## src/hdl/ffdc_pkg.sv

```systemverilog
// ffdc_pkg: shared types and constants for the flooding block with duplicate cache.
// Used by ffdc_ctrl, ffdc_dp and flood_forward_with_duplicate_cache_top.
package ffdc_pkg;

	localparam int CACHE_DEPTH_DEF = 32;
	localparam int IN_W            = 104;
	localparam int OUT_W           = 208;
	localparam int CFG_IDX_W       = 3;
	localparam int CFG_DATA_W      = 32;

	localparam logic [15:0] BCAST_ADDR = 16'hFFFF;

	localparam logic [7:0]  DEFAULT_TTL_RST  = 8'd5;
	localparam logic        DEDUP_EN_RST     = 1'b1;
	localparam logic [5:0]  MAX_ENTRIES_RST  = 6'd30;
	localparam logic [31:0] HOLD_TICKS_RST   = 32'd3000;
	localparam logic [15:0] NODE_ADDRESS_RST = 16'd0;

	typedef enum logic [1:0] {
		ACT_DOWN = 2'd0,
		ACT_UP   = 2'd1,
		ACT_DROP = 2'd2
	} act_t;

	typedef enum logic [CFG_IDX_W-1:0] {
		CFG_DEFAULT_TTL  = 3'd0,
		CFG_DEDUP_ENABLE = 3'd1,
		CFG_MAX_ENTRIES  = 3'd2,
		CFG_HOLD_TICKS   = 3'd3,
		CFG_NODE_ADDRESS = 3'd4
	} cfg_idx_t;

	typedef struct packed {
		logic [15:0] src;
		logic [31:0] seq;
		logic [31:0] expiry;
	} entry_t;

	typedef enum logic [2:0] {
		ST_IDLE,
		ST_SCAN_RD,
		ST_SCAN_CHK,
		ST_APPEND,
		ST_DECIDE,
		ST_LOAD0,
		ST_LOAD1
	} state_t;

	typedef struct packed {
		logic accept;
		logic scan_init;
		logic rd;
		logic chk;
		logic scan_end;
		logic append;
		logic decide;
		logic load0;
		logic load1;
	} cmd_t;

	typedef struct packed {
		logic left_zero;
		logic dedup;
		logic full;
		logic dup;
		logic chk_stop;
		logic out_free;
		logic two;
	} status_t;

endpackage

```

## src/hdl/flood_forward_with_duplicate_cache_top.sv

```systemverilog
// flood_forward_with_duplicate_cache_top: flooding network layer with duplicate cache.
// Depends on ffdc_pkg, ffdc_ctrl and ffdc_dp.
//
// Input stream: one item per transfer, tuser = request kind (0 local send,
// 1 received header). Output stream: one or two results per item, tlast on
// the final one; each result carries the counters after the whole item.
// Configuration: cfg_wen/cfg_index/cfg_wdata; the user must write it only while idle, the block does not enforce this.
//
// Timing: a received header (cache enabled) reads and checks the live
// cache entries (up to 32 at depth 32) one at a time, a read then a check
// state for each, through the single cache read port; a duplicate found
// with nothing expired ahead of it ends the scan early. A local send with
// room in the cache goes to append, and with the cache disabled to the
// decision. The first result is loaded in the load state after decide,
// once the output register is free. Items are handled one at a time; the
// last result waits in the output register while the next item is taken.
// Reset clears the cache (empty), sequence number and all counters, and
// loads the register defaults. A stalled receiver holds the output register
// and the sequencer waits before loading the next result.
module flood_forward_with_duplicate_cache_top #(
	parameter int CACHE_DEPTH = ffdc_pkg::CACHE_DEPTH_DEF
) (
	input  logic                             clk,
	input  logic                             arst_n,
	input  logic                             s_axis_tvalid,
	output logic                             s_axis_tready,
	// now_ticks[31:0], source_addr[47:32], dest_addr[63:48], seq_in[95:64], ttl_in[103:96]
	input  logic [ffdc_pkg::IN_W-1:0]        s_axis_tdata,
	// req_type[0]
	input  logic                             s_axis_tuser,
	output logic                             m_axis_tvalid,
	input  logic                             m_axis_tready,
	// action[1:0], out_source[17:2], out_dest[33:18], out_seq[65:34], out_ttl[73:66],
	// sent_total[105:74], received_total[137:106], forwarded_total[169:138],
	// hop_total[201:170], zero fill[207:202]
	output logic [ffdc_pkg::OUT_W-1:0]       m_axis_tdata,
	output logic                             m_axis_tlast,
	input  logic                             cfg_wen,
	input  logic [ffdc_pkg::CFG_IDX_W-1:0]   cfg_index,
	input  logic [ffdc_pkg::CFG_DATA_W-1:0]  cfg_wdata
);

	ffdc_pkg::cmd_t    cmd;
	ffdc_pkg::status_t sts;

	ffdc_ctrl u_ctrl (
		.clk      (clk),
		.arst_n   (arst_n),
		.in_valid (s_axis_tvalid),
		.in_req   (s_axis_tuser),
		.sts      (sts),
		.cmd      (cmd),
		.in_ready (s_axis_tready)
	);

	ffdc_dp #(
		.CACHE_DEPTH (CACHE_DEPTH)
	) u_dp (
		.clk       (clk),
		.arst_n    (arst_n),
		.cmd       (cmd),
		.sts       (sts),
		.in_data   (s_axis_tdata),
		.in_req    (s_axis_tuser),
		.cfg_wen   (cfg_wen),
		.cfg_index (cfg_index),
		.cfg_wdata (cfg_wdata),
		.out_valid (m_axis_tvalid),
		.out_ready (m_axis_tready),
		.out_data  (m_axis_tdata),
		.out_last  (m_axis_tlast)
	);

endmodule

```

## src/hdl/ffdc_ctrl.sv

```systemverilog
// ffdc_ctrl: sequencer for accept, cache scan, append, decision and result transfers.
// Depends on ffdc_pkg; drives ffdc_dp through cmd_t and reads status_t.
module ffdc_ctrl (
	input  logic              clk,
	input  logic              arst_n,
	input  logic              in_valid,
	input  logic              in_req,
	input  ffdc_pkg::status_t sts,
	output ffdc_pkg::cmd_t    cmd,
	output logic              in_ready
);

	ffdc_pkg::state_t state_q, state_d;

	always_ff @(posedge clk or negedge arst_n) begin
		if (!arst_n) begin
			state_q <= ffdc_pkg::ST_IDLE;
		end else begin
			state_q <= state_d;
		end
	end

	always_comb begin
		state_d = state_q;
		case (state_q)
			ffdc_pkg::ST_IDLE: begin
				if (in_valid) begin
					if (sts.dedup && (in_req || sts.full))
						state_d = ffdc_pkg::ST_SCAN_RD;
					else if (sts.dedup)
						state_d = ffdc_pkg::ST_APPEND;
					else
						state_d = ffdc_pkg::ST_DECIDE;
				end
			end
			ffdc_pkg::ST_SCAN_RD: begin
				if (sts.left_zero)
					state_d = sts.dup ? ffdc_pkg::ST_DECIDE : ffdc_pkg::ST_APPEND;
				else
					state_d = ffdc_pkg::ST_SCAN_CHK;
			end
			ffdc_pkg::ST_SCAN_CHK: begin
				// match with nothing removed ahead of it: rest of cache is already in place
				state_d = sts.chk_stop ? ffdc_pkg::ST_DECIDE : ffdc_pkg::ST_SCAN_RD;
			end
			ffdc_pkg::ST_APPEND: state_d = ffdc_pkg::ST_DECIDE;
			ffdc_pkg::ST_DECIDE: state_d = ffdc_pkg::ST_LOAD0;
			ffdc_pkg::ST_LOAD0: begin
				if (sts.out_free)
					state_d = sts.two ? ffdc_pkg::ST_LOAD1 : ffdc_pkg::ST_IDLE;
			end
			ffdc_pkg::ST_LOAD1: begin
				if (sts.out_free)
					state_d = ffdc_pkg::ST_IDLE;
			end
			default: state_d = ffdc_pkg::ST_IDLE;
		endcase
	end

	always_comb begin
		cmd      = '0;
		in_ready = 1'b0;
		case (state_q)
			ffdc_pkg::ST_IDLE: begin
				in_ready      = 1'b1;
				cmd.accept    = in_valid;
				cmd.scan_init = in_valid;
			end
			ffdc_pkg::ST_SCAN_RD: begin
				cmd.scan_end = sts.left_zero;
				cmd.rd       = !sts.left_zero;
			end
			ffdc_pkg::ST_SCAN_CHK: cmd.chk = 1'b1;
			ffdc_pkg::ST_APPEND:   cmd.append = 1'b1;
			ffdc_pkg::ST_DECIDE:   cmd.decide = 1'b1;
			ffdc_pkg::ST_LOAD0:    cmd.load0 = sts.out_free;
			ffdc_pkg::ST_LOAD1:    cmd.load1 = sts.out_free;
			default: begin
				cmd = '0;
			end
		endcase
	end

endmodule

```

## src/hdl/ffdc_dp.sv

```systemverilog
// ffdc_dp: configuration registers, ring-buffer duplicate cache, counters, result register.
// Depends on ffdc_pkg; sequenced by ffdc_ctrl.
module ffdc_dp #(
	parameter int CACHE_DEPTH = ffdc_pkg::CACHE_DEPTH_DEF
) (
	input  logic                             clk,
	input  logic                             arst_n,
	input  ffdc_pkg::cmd_t                   cmd,
	output ffdc_pkg::status_t                sts,
	input  logic [ffdc_pkg::IN_W-1:0]        in_data,
	input  logic                             in_req,
	input  logic                             cfg_wen,
	input  logic [ffdc_pkg::CFG_IDX_W-1:0]   cfg_index,
	input  logic [ffdc_pkg::CFG_DATA_W-1:0]  cfg_wdata,
	output logic                             out_valid,
	input  logic                             out_ready,
	output logic [ffdc_pkg::OUT_W-1:0]       out_data,
	output logic                             out_last
);

	localparam int PW = $clog2(CACHE_DEPTH);
	localparam int CW = $clog2(CACHE_DEPTH + 1);

	function automatic logic [PW-1:0] ptr_inc(input logic [PW-1:0] p);
		ptr_inc = (p == PW'(CACHE_DEPTH - 1)) ? '0 : p + 1'b1;
	endfunction

	// configuration
	logic [7:0]  dttl_q;
	logic        dedup_q;
	logic [5:0]  maxent_q;
	logic [31:0] hold_q;
	logic [15:0] node_q;

	always_ff @(posedge clk or negedge arst_n) begin
		if (!arst_n) begin
			dttl_q   <= ffdc_pkg::DEFAULT_TTL_RST;
			dedup_q  <= ffdc_pkg::DEDUP_EN_RST;
			maxent_q <= ffdc_pkg::MAX_ENTRIES_RST;
			hold_q   <= ffdc_pkg::HOLD_TICKS_RST;
			node_q   <= ffdc_pkg::NODE_ADDRESS_RST;
		end else if (cfg_wen) begin
			case (cfg_index)
				ffdc_pkg::CFG_DEFAULT_TTL:  dttl_q   <= cfg_wdata[7:0];
				ffdc_pkg::CFG_DEDUP_ENABLE: dedup_q  <= cfg_wdata[0];
				ffdc_pkg::CFG_MAX_ENTRIES:  maxent_q <= cfg_wdata[5:0];
				ffdc_pkg::CFG_HOLD_TICKS:   hold_q   <= cfg_wdata;
				ffdc_pkg::CFG_NODE_ADDRESS: node_q   <= cfg_wdata[15:0];
				default: begin
				end
			endcase
		end
	end

	logic [CW-1:0] limit;
	always_comb begin
		if (maxent_q == 6'd0)
			limit = CW'(1);
		else if (int'(maxent_q) > CACHE_DEPTH)
			limit = CW'(CACHE_DEPTH);
		else
			limit = CW'(maxent_q);
	end

	// captured item
	logic        req_q;
	logic [31:0] now_q;
	logic [15:0] src_q;
	logic [15:0] dst_q;
	logic [31:0] seq_q;
	logic [7:0]  ttl_q;
	logic [31:0] next_seq_q;

	always_ff @(posedge clk) begin
		if (cmd.accept) begin
			req_q <= in_req;
			now_q <= in_data[31:0];
			src_q <= in_req ? in_data[47:32] : node_q;
			dst_q <= in_data[63:48];
			seq_q <= in_req ? in_data[95:64] : next_seq_q;
			ttl_q <= in_data[103:96];
		end
	end

	logic [32:0] exp_sum;
	logic [31:0] new_exp;
	assign exp_sum = {1'b0, now_q} + {1'b0, hold_q};
	assign new_exp = exp_sum[32] ? 32'hFFFF_FFFF : exp_sum[31:0];

	// cache storage: ring of entries starting at head_q
	ffdc_pkg::entry_t mem [CACHE_DEPTH];
	ffdc_pkg::entry_t rd_q;
	ffdc_pkg::entry_t wr_data;
	logic [PW-1:0]    wr_addr;
	logic             wr_en;

	logic [PW-1:0] head_q, tail_q, rp_q, wp_q;
	logic [CW-1:0] count_q, left_q;
	logic          copying_q, dup_q;

	always_ff @(posedge clk) begin
		if (wr_en)
			mem[wr_addr] <= wr_data;
		if (cmd.rd)
			rd_q <= mem[rp_q];
	end

	logic expired, removing, is_match;
	assign expired  = rd_q.expiry < now_q;
	assign removing = !copying_q && expired;
	assign is_match = !copying_q && !expired && req_q &&
	                  rd_q.src == src_q && rd_q.seq == seq_q;

	logic evict;
	assign evict = count_q >= limit;

	always_comb begin
		wr_en   = 1'b0;
		wr_addr = wp_q;
		wr_data = rd_q;
		if (cmd.chk && !removing) begin
			wr_en = (wp_q != rp_q) || is_match;
			if (is_match)
				wr_data = '{src: src_q, seq: seq_q, expiry: new_exp};
		end else if (cmd.append) begin
			wr_en   = 1'b1;
			wr_addr = tail_q;
			wr_data = '{src: src_q, seq: seq_q, expiry: new_exp};
		end
	end

	always_ff @(posedge clk or negedge arst_n) begin
		if (!arst_n) begin
			head_q    <= '0;
			tail_q    <= '0;
			rp_q      <= '0;
			wp_q      <= '0;
			count_q   <= '0;
			left_q    <= '0;
			copying_q <= 1'b0;
			dup_q     <= 1'b0;
		end else begin
			if (cmd.scan_init) begin
				rp_q      <= head_q;
				wp_q      <= head_q;
				left_q    <= count_q;
				copying_q <= 1'b0;
				dup_q     <= 1'b0;
			end
			if (cmd.chk) begin
				rp_q   <= ptr_inc(rp_q);
				left_q <= left_q - 1'b1;
				if (removing) begin
					count_q <= count_q - 1'b1;
					// a local send removes only the first expired entry
					if (!req_q)
						copying_q <= 1'b1;
				end else begin
					wp_q <= ptr_inc(wp_q);
					if (is_match) begin
						dup_q     <= 1'b1;
						copying_q <= 1'b1;
					end
				end
			end
			if (cmd.scan_end)
				tail_q <= wp_q;
			if (cmd.append) begin
				tail_q <= ptr_inc(tail_q);
				if (evict)
					head_q <= ptr_inc(head_q);
				else
					count_q <= count_q + 1'b1;
			end
		end
	end

	// counters and result decision
	logic [31:0] sent_q, recv_q, fwd_q, hop_q;
	logic [1:0]  r0_act_q, r1_act_q;
	logic [7:0]  r0_ttl_q, r1_ttl_q;
	logic        two_q;

	logic [7:0]  ttl_dec;
	logic        ttl_gt1;
	logic [31:0] hop_base;
	assign ttl_dec  = ttl_q - 8'd1;
	assign ttl_gt1  = ttl_q > 8'd1;
	assign hop_base = hop_q + {24'd0, dttl_q} + 32'd1;

	always_ff @(posedge clk or negedge arst_n) begin
		if (!arst_n) begin
			next_seq_q <= '0;
			sent_q     <= '0;
			recv_q     <= '0;
			fwd_q      <= '0;
			hop_q      <= '0;
			two_q      <= 1'b0;
		end else begin
			if (cmd.accept && !in_req)
				next_seq_q <= next_seq_q + 32'd1;
			if (cmd.decide) begin
				two_q <= 1'b0;
				if (!req_q) begin
					sent_q <= sent_q + 32'd1;
				end else if (!dup_q) begin
					if (dst_q == node_q) begin
						hop_q  <= hop_base - {24'd0, ttl_q};
						recv_q <= recv_q + 32'd1;
					end else if (dst_q == ffdc_pkg::BCAST_ADDR) begin
						recv_q <= recv_q + 32'd1;
						if (ttl_gt1) begin
							fwd_q <= fwd_q + 32'd1;
							two_q <= 1'b1;
							hop_q <= hop_base - {24'd0, ttl_dec};
						end else begin
							hop_q <= hop_base - {24'd0, ttl_q};
						end
					end else if (ttl_gt1) begin
						fwd_q <= fwd_q + 32'd1;
					end
				end
			end
		end
	end

	always_ff @(posedge clk) begin
		if (cmd.decide) begin
			r1_act_q <= ffdc_pkg::ACT_UP;
			r1_ttl_q <= ttl_dec;
			if (!req_q) begin
				r0_act_q <= ffdc_pkg::ACT_DOWN;
				r0_ttl_q <= dttl_q;
			end else if (dup_q) begin
				r0_act_q <= ffdc_pkg::ACT_DROP;
				r0_ttl_q <= ttl_q;
			end else if (dst_q == node_q) begin
				r0_act_q <= ffdc_pkg::ACT_UP;
				r0_ttl_q <= ttl_q;
			end else if (dst_q == ffdc_pkg::BCAST_ADDR) begin
				r0_act_q <= ttl_gt1 ? ffdc_pkg::ACT_DOWN : ffdc_pkg::ACT_UP;
				r0_ttl_q <= ttl_gt1 ? ttl_dec : ttl_q;
			end else begin
				r0_act_q <= ttl_gt1 ? ffdc_pkg::ACT_DOWN : ffdc_pkg::ACT_DROP;
				r0_ttl_q <= ttl_gt1 ? ttl_dec : ttl_q;
			end
		end
	end

	// result register
	logic                       out_valid_q, out_last_q;
	logic [ffdc_pkg::OUT_W-1:0] out_data_q;
	logic                       load;
	logic [1:0]                 ld_act;
	logic [7:0]                 ld_ttl;
	assign load   = cmd.load0 || cmd.load1;
	assign ld_act = cmd.load1 ? r1_act_q : r0_act_q;
	assign ld_ttl = cmd.load1 ? r1_ttl_q : r0_ttl_q;

	always_ff @(posedge clk or negedge arst_n) begin
		if (!arst_n) begin
			out_valid_q <= 1'b0;
		end else if (load) begin
			out_valid_q <= 1'b1;
		end else if (out_ready) begin
			out_valid_q <= 1'b0;
		end
	end

	always_ff @(posedge clk) begin
		if (load) begin
			out_last_q <= cmd.load1 || !two_q;
			out_data_q <= {6'd0, hop_q, fwd_q, recv_q, sent_q, ld_ttl, seq_q, dst_q, src_q,
			               ld_act};
		end
	end

	assign out_valid = out_valid_q;
	assign out_last  = out_last_q;
	assign out_data  = out_data_q;

	assign sts.left_zero = left_q == '0;
	assign sts.dedup     = dedup_q;
	assign sts.full      = evict;
	assign sts.dup       = dup_q;
	assign sts.chk_stop  = is_match && (wp_q == rp_q);
	assign sts.out_free  = !out_valid_q || out_ready;
	assign sts.two       = two_q;

	assert property (@(posedge clk) disable iff (!arst_n) count_q <= CW'(CACHE_DEPTH))
		else $error("cache count above depth");
	assert property (@(posedge clk) disable iff (!arst_n) left_q <= count_q)
		else $error("scan remainder exceeds live entries");
	assert property (@(posedge clk) disable iff (!arst_n) cmd.append |=> count_q != '0)
		else $error("cache empty after append");
	assert property (@(posedge clk) disable iff (!arst_n) load |-> sts.out_free)
		else $error("result register overwritten before transfer");

endmodule

```

## config.mk

```make
export PLATFORM = sky130hd
export DESIGN_NAME = flood_forward_with_duplicate_cache_top
export DESIGN_NICKNAME = d
export VERILOG_FILES = /design/src/hdl/ffdc_pkg.sv /design/src/hdl/flood_forward_with_duplicate_cache_top.sv /design/src/hdl/ffdc_ctrl.sv /design/src/hdl/ffdc_dp.sv
export SDC_FILE = /design/constraint.sdc
export NUM_CORES = 2
export LEC_CHECK = 0
export BUFFER_PORTS_ARGS = -buffer_cell sky130_fd_sc_hd__clkbuf_2
export CAP_MARGIN = 20
export CORE_ASPECT_RATIO = 1.1
export CORE_MARGIN = 2
export CORE_UTILIZATION = 49
export CTS_BUF_LIST = sky130_fd_sc_hd__clkbuf_16
export DETAILED_ROUTE_END_ITERATION = 8
export GPL_TIMING_DRIVEN = 0
export PLACE_DENSITY = 0.75
export SLEW_MARGIN = 20
export SYNTH_ARGS = -nofsm -noshare
export SYNTH_HDL_FRONTEND = slang
export SYNTH_SLANG_ARGS = --single-unit
```

## constraint.sdc

```tcl
create_clock -name clk -period 24.8 [get_ports clk]
set_input_delay 1.24 -clock clk [delete_from_list [all_inputs] [get_ports clk]]
set_output_delay 1.24 -clock clk [all_outputs]
set_load 0.02 [all_outputs]
```

Word-level counts from Yosys, hierarchy flattened
Memories as Yosys holds them, arrays and structs flattened. A register that Yosys moved wholly into a read port is not among the register bits.
Cells that the tools add are included.
{"block": "classes", "n_addsub": 17, "n_mul": 0, "div": 0, "magnitude_cmp": 4, "n_eq_ne": 23, "n_shift": 0, "mux": 81, "bitwise_logic": 3, "reduce_logical": 40}
{"cell": "$mux 80", "count": 3}
{"cell": "$mux 32", "count": 7}
{"cell": "$add 32x1->32 const B", "count": 5}
{"cell": "$mux 5", "count": 13}
{"cell": "$sub 32x8->32", "count": 2}
{"cell": "$mux 6", "count": 8}
{"cell": "$mux 8", "count": 5}
{"cell": "$add 32x32->33", "count": 1}
{"cell": "$add 32x8->32", "count": 1}
{"cell": "$eq 16x16->1", "count": 2}
{"cell": "$eq 32x32->1", "count": 1}
{"cell": "$lt 32x32->1", "count": 1}
{"cell": "$mux 1", "count": 29}
{"cell": "$mux 3", "count": 9}
{"cell": "$pmux 3 s7", "count": 1}
{"cell": "$add 5x1->5 const B", "count": 4}
{"cell": "$eq 5x5->1 const B", "count": 4}
{"cell": "$eq 16x16->1 const B", "count": 1}
{"cell": "$mux 16", "count": 1}
{"cell": "$reduce_and 2->1", "count": 7}
{"cell": "$eq 3x2->1 const B", "count": 4}
{"cell": "$eq 3x3->1 const B", "count": 4}
{"cell": "$logic_not 6->1", "count": 2}
{"cell": "$sub 6x1->6 const B", "count": 2}
{"cell": "other kinds (21)", "count": 51}
{"block": "totals", "reg_bits": 588, "latch_bits": 0, "ramBits": 2560, "rom_bits": 0, "in_bits": 145, "output_inout_bits": 211, "word_cells": 203, "mem_count": 1}
{"memory": "u_dp.mem", "words": 32, "word_bits": 80, "rd": 1, "rd_clocked_by_memory_dff": 1, "write_ports": 1, "line": "ffdc_dp.sv:91", "rtl": "ffdc_pkg::entry_t mem [CACHE_DEPTH];"}

Longest topological paths before layout
{"block": "logic_depth", "ltp_word": 10, "depth_mapped": 18, "mapped_depth_nobuf": 18}

Cells and area by module
Synthesis repeated with hierarchy kept, for this count alone.
{"block": "unflattened", "hier_cells": 6256, "area_unflattened_um2": 129015.0}
{"mod": "ffdc_dp", "n_inst": 1, "cells_each": 6213, "area_each_um2": 128665.9}
{"mod": "ffdc_ctrl", "n_inst": 1, "cells_each": 43, "area_each_um2": 349.1}

Worst setup path after synthesis
OpenSTA, ideal clock, no wires.
{"block": "synth_path", "path_type": "input port to flip-flop", "start": "input port m_axis_tready", "end": "register u_dp.out_data_q (netlist bit u_dp.out_data[0]), enable pin", "t_arrival_ns": 9.738, "required_ns": 24.030, "setup_slack_ns": 14.291, "cell_stages": 2, "n_path_buf": 0, "path_cell_list": "nor2b_1 -> nor2_1"}
{"block": "synth_via", "elab_chain_len": 3, "elab_cells_between_ends": 4}
{"item": "from (decl)", "line": "flood_forward_with_duplicate_cache_top.sv:32", "rtl": "input logic m_axis_tready,"}
{"item": "$logic_or 1x1->1 *", "line": "ffdc_dp.sv:287", "rtl": "assign sts.out_free = !out_valid_q || out_ready;"}
{"item": "$mux 1", "line": "ffdc_ctrl.sv:63", "rtl": "case (state_q)"}
{"item": "$logic_or 1x1->1 *", "line": "ffdc_dp.sv:256", "rtl": "assign load = cmd.load0 || cmd.load1;"}
{"item": "net u_dp.load", "line": "ffdc_dp.sv:253", "rtl": "logic load;"}
{"item": "to (signal assigned)", "line": "ffdc_dp.sv:273", "rtl": "out_data_q <= {6'd0, hop_q, fwd_q, recv_q, sent_q, ld_ttl, seq_q, dst_q, src_q,"}
{"item": "to (decl)", "line": "ffdc_dp.sv:252", "rtl": "logic [ffdc_pkg::OUT_W-1:0] out_data_q;"}
Mark *: on every way through the listed nets, which the timed path passes. The rest lies on a longest branch.
A chain may end at the register's enable or synchronous reset.

Worst setup path in the final report
{"block": "layout_path", "start": "register u_dp.req_q", "end": "memory u_dp.mem[14][50] in the netlist's numbering, enable pin"}
{"block": "layout_via", "elab_chain_len": 7}
{"item": "from (decl)", "line": "ffdc_dp.sv:66", "rtl": "logic req_q;"}
{"item": "from (signal assigned)", "line": "ffdc_dp.sv:76", "rtl": "req_q <= in_req;"}
{"item": "$logic_and 1x1->1 (2 in a row)", "line": "ffdc_dp.sv:111", "rtl": "assign is_match = !copying_q && !expired && req_q &&"}
{"item": "$logic_and 1x1->1", "line": "ffdc_dp.sv:112", "rtl": "rd_q.src == src_q && rd_q.seq == seq_q;"}
{"item": "$logic_or 1x1->1", "line": "ffdc_dp.sv:122", "rtl": "wr_en = (wp_q != rp_q) || is_match;"}
{"item": "$mux 1", "line": "ffdc_dp.sv:121", "rtl": "if (cmd.chk && !removing) begin"}
{"item": "$mux 1", "line": "ffdc_dp.sv:102", "rtl": "if (wr_en)"}
{"item": "$mux 1 (implied by the code)", "line": "ffdc_dp.sv:103", "rtl": "mem[wr_addr] <= wr_data;"}
{"item": "to (decl)", "line": "ffdc_dp.sv:91"}
No other way between the ends.

==> key figures <==
Outcome
  • Status: complete, but fails checks
  • Failing checks: DRC

Drt
  • DRC: 1
  • Metal3 WL: 54110 µm
  • Initial DRC count: 13000
  • Wire per inst: 35.43 µm
  • Total number of vias: 72240
  • Via density: 6.623
  • Post-route ant nets: 0
  • Drt pass-1 iters: 9
  • WL met1: 127400 µm
  • Max Used Layer: met5
  • WL final: 386400 µm
  • Met2 wire length: 179900 µm

Clock network
  • Total CTS buffers: 336
  • Post-CTS sizing: 0
  • CTS Hold Bufs: 0
  • CTS tree: yes
  • Post-CTS Setup Repair Bufs: 0
  • Clk sink count: 3228
  • Clk_lat worst skew: 1.00 ns
  • H-tree levels: 5
  • Root cell of the clock tree: clkbuf_16
  • CTS clk-pin slew, worst paths: 0.07 ns
  • CTS max path bufs: 4

Floorplan
  • Die X: 491.0 µm
  • Core area: 0.2595 mm²
  • Row count: 196
  • Die Height: 539.7 µm
  • Io pins: 356
  • Initial core utilization: 49.28%
  • Die area: 0.2650 mm²

GRT
  • Vias in the first global route: 71800
  • First-pass GRT wire length: 537500 µm
  • Gr usage total: 28.81%
  • Initial antenna violation count: 32
  • Largest net degree at the start of global routing: 87
  • Grt total ovfl: 0

Synth
  • Share of the yosys chip area belonging to registers: 74.80%
  • Synth Register Bits: 3228
  • Mapped cell area: 0.1279 mm²
  • Prevailing post-synth register cell: edfxtp_1
  • Post-Synthesis Cells: 6224
  • Post-synth cell types: 87
  • YS warnings: 0
  • EDFF count, synth: 2966
  • Asr flop ratio synth: 8.116%
  • Syn avg cell area: 20.54 µm²

STA
  • Clock Skew: 0.09167 ns
  • Final setup TNS: 0 ns
  • Worst slew pin tran: 1.302 ns
  • Final hold viol count: 0
  • RSZ-0062 raised after global routing: no
  • Achievable clock frequency: 126.2 MHz
  • Relative slew slack: 13.20%
  • Crit share post-route: 31.96%
  • Setup-failing EPs final: 0
  • Max Slew Vio Count: 0
  • WHS: 0.1348 ns
  • Crit path time final: 7.927 ns

Layout
  • # nets final: 7424
  • Fillers: 17840
  • Register area: 0.09564 mm²
  • Commonest non-fill, non-tap cell in the layout: edfxtp_1
  • Layout cell share with drive strength beyond 1: 30.86%
  • Area Overhead vs Synth: 17.76%
  • Multi-input logic area: 0.03132 mm²
  • Most frequent cells in the layout: edfxtp_1 (2966), mux4_2 (800), clkbuf_2 (433)

Placed design
  • IO buf count: 348
  • HPWL after DPL: 243600 µm
  • Routability cong.: 0.8788

Critical path
  • Worst Path Max Fanout: 14
  • Worst-path cell chain: inv_1 -> a2111oi_2 -> nand4_1 -> nor4_1 -> o2111ai_1 -> nand2_1 -> clkbuf_2 -> o22ai_2 -> nor2_4 -> buf_16 -> buf_16 -> buf_16 -> buf_16
  • Slowest-stage cell, CP: nor4_1
  • Data arrival time at the worst-slack endpoint: 8.57 ns
  • Worst EP required: 25.44 ns
  • Critical path's most frequent cell: buf_16
  • Crit path buf inv count: 6
  • CP startpoint kind: register
  • Crit path kind: register to register
  • CP delay by family, top: simple AND/OR/NAND/NOR gates
  • Crit-path max cell delay: 1.03 ns
  • Crit. End Element: register

Power and ir drop
  • Power per Cell Area: 103.9 mW/mm²
  • Leak: 50.01 nW
  • Maximum vdd ir drop: 0.07997 mV
  • Final Power: 0.01564 W

Flow run
  • Max_cap viols: 0

Min path
  • Min-Delay Path Class: input pin to asynchronous set/reset pin
## synth_stat cells (all sizes together), types with 14 or more instances
master	n	area share [%]
dfrtp	248	4.9
edfxtp	2966	70
nand2b	23	0.11
xor2	83	0.57
a21oi	102	0.40
dfstp	14	0.29
nand3	77	0.30
nor2b	19	0.093
xnor2	201	1.4
a31oi	16	0.078
inv	96	0.28
a21o	30	0.18
mux4	800	14
clkbuf	211	0.62
o31ai	15	0.092
nand2	309	0.91
nor2	197	0.58
and3	51	0.25
mux2	202	1.8
o21ai	72	0.28
o211ai	17	0.10
or3	14	0.069
nand4	63	0.31
nor4	21	0.12
ha	110	1.1
buf	53	0.18
nor3	41	0.17
## logic make-up after synthesis
| group | after synthesis | synth area share, % |
|---|---|---|
| AOI/OAI and AO/OA | 347 | 1.776 |
| xor gates and xnor gates | 284 | 1.946 |
| adders and majority gates | 114 | 1.139 |
| buffers and inverters | 360 | 1.084 |
| DFF | 3228 | 74.80 |
| muxes | 1013 | 15.96 |
| other | 1 | 0.002933 |
| and+or+nand+nor | 877 | 3.290 |
## worst register-to-register path: stages, from the launching register on
cell and delay, ns:
edfxtp_1 0.60, inv_1 0.38, a2111oi_2 0.70, nand4_1 0.42, nor4_1 1.03, o2111ai_1 0.61
nand2_1 0.91, clkbuf_2 0.80, o22ai_2 0.62, nor2_4 0.67, buf_16 0.25, buf_16 0.19
buf_16 0.19, buf_16 0.19
## area by class of cell
class / instances / area share (%)
clock buffers: 340 / 5.651
repair buffers: 598 / 4.792
clock inverters: 256 / 1.319
flip-flops and latches: 3228 / 63.52
multi-input cells: 2641 / 20.80
plain buffers: 264 / 0.7662
diodes: 19 / 0.03158
well taps: 3465 / 2.879
inverters: 96 / 0.2393
## through the flow
step,setup WS (ns),area (µm²),util (%),instances
finish,16.87,150600,58.03,10910
global route,17.25,150500,58.01,10890
CTS,17.32,150400,57.95,10880
detailed placement,17.54,139900,53.91,10290
global placement,8.662,133900,51.63,10040
floorplan,14.29,127900,-,6229
## sequential cells by signal, summed over array words and instances, names as in the netlist, 16 cells and up
signal,flops
u_dp.mem,2560
u_dp.out_data,202
u_dp.rd_q,80
u_dp.fwd_q,32
u_dp.hold_q,32
u_dp.hop_q,32
u_dp.next_seq_q,32
u_dp.now_q,32
u_dp.recv_q,32
u_dp.sent_q,32
u_dp.seq_q,32
u_dp.dst_q,16
u_dp.node_q,16
u_dp.src_q,16
## final timing paths
| path | from | to | slack, ns | cells past startpoint |
|---|---|---|---|---|
| min | arst_n | u_dp.fwd_q[28] | 0.13 | 1 |
| max | u_dp.req_q | u_dp.mem[14][50] | 16.87 | 13 |
| min in group clk | s_axis_tdata[10] | u_dp.now_q[10] | 0.45 | 1 |
| max in group asynchronous | arst_n | u_dp.next_seq_q[19] | 23.58 | 3 |
| min reg2reg | u_dp.hop_q[16] | u_dp.out_data[186] | 0.45 | 0 |
| max reg2reg | u_dp.req_q | u_dp.mem[14][50] | 16.87 | 13 |
## report_power, final
part | switching (W) | internal, W | leakage [nW]
combinational | 0.00234 | 0.00145 | 14.4
clock | 0.00211 | 0.00278 | 5.39
sequential | 0.000229 | 0.00674 | 30.2
## metal layers
| layer | GRT usage, % | up-vias |
|---|---|---|
| met1 | 36.90 | 36630 |
| met2 | 44.99 | 6887 |
| met5 | 0 | - |
| met4 | 15.56 | 26 |
| li1 | - | 27340 |
| met3 | 7.990 | 1348 |
Power figures use the tool's default switching activity.
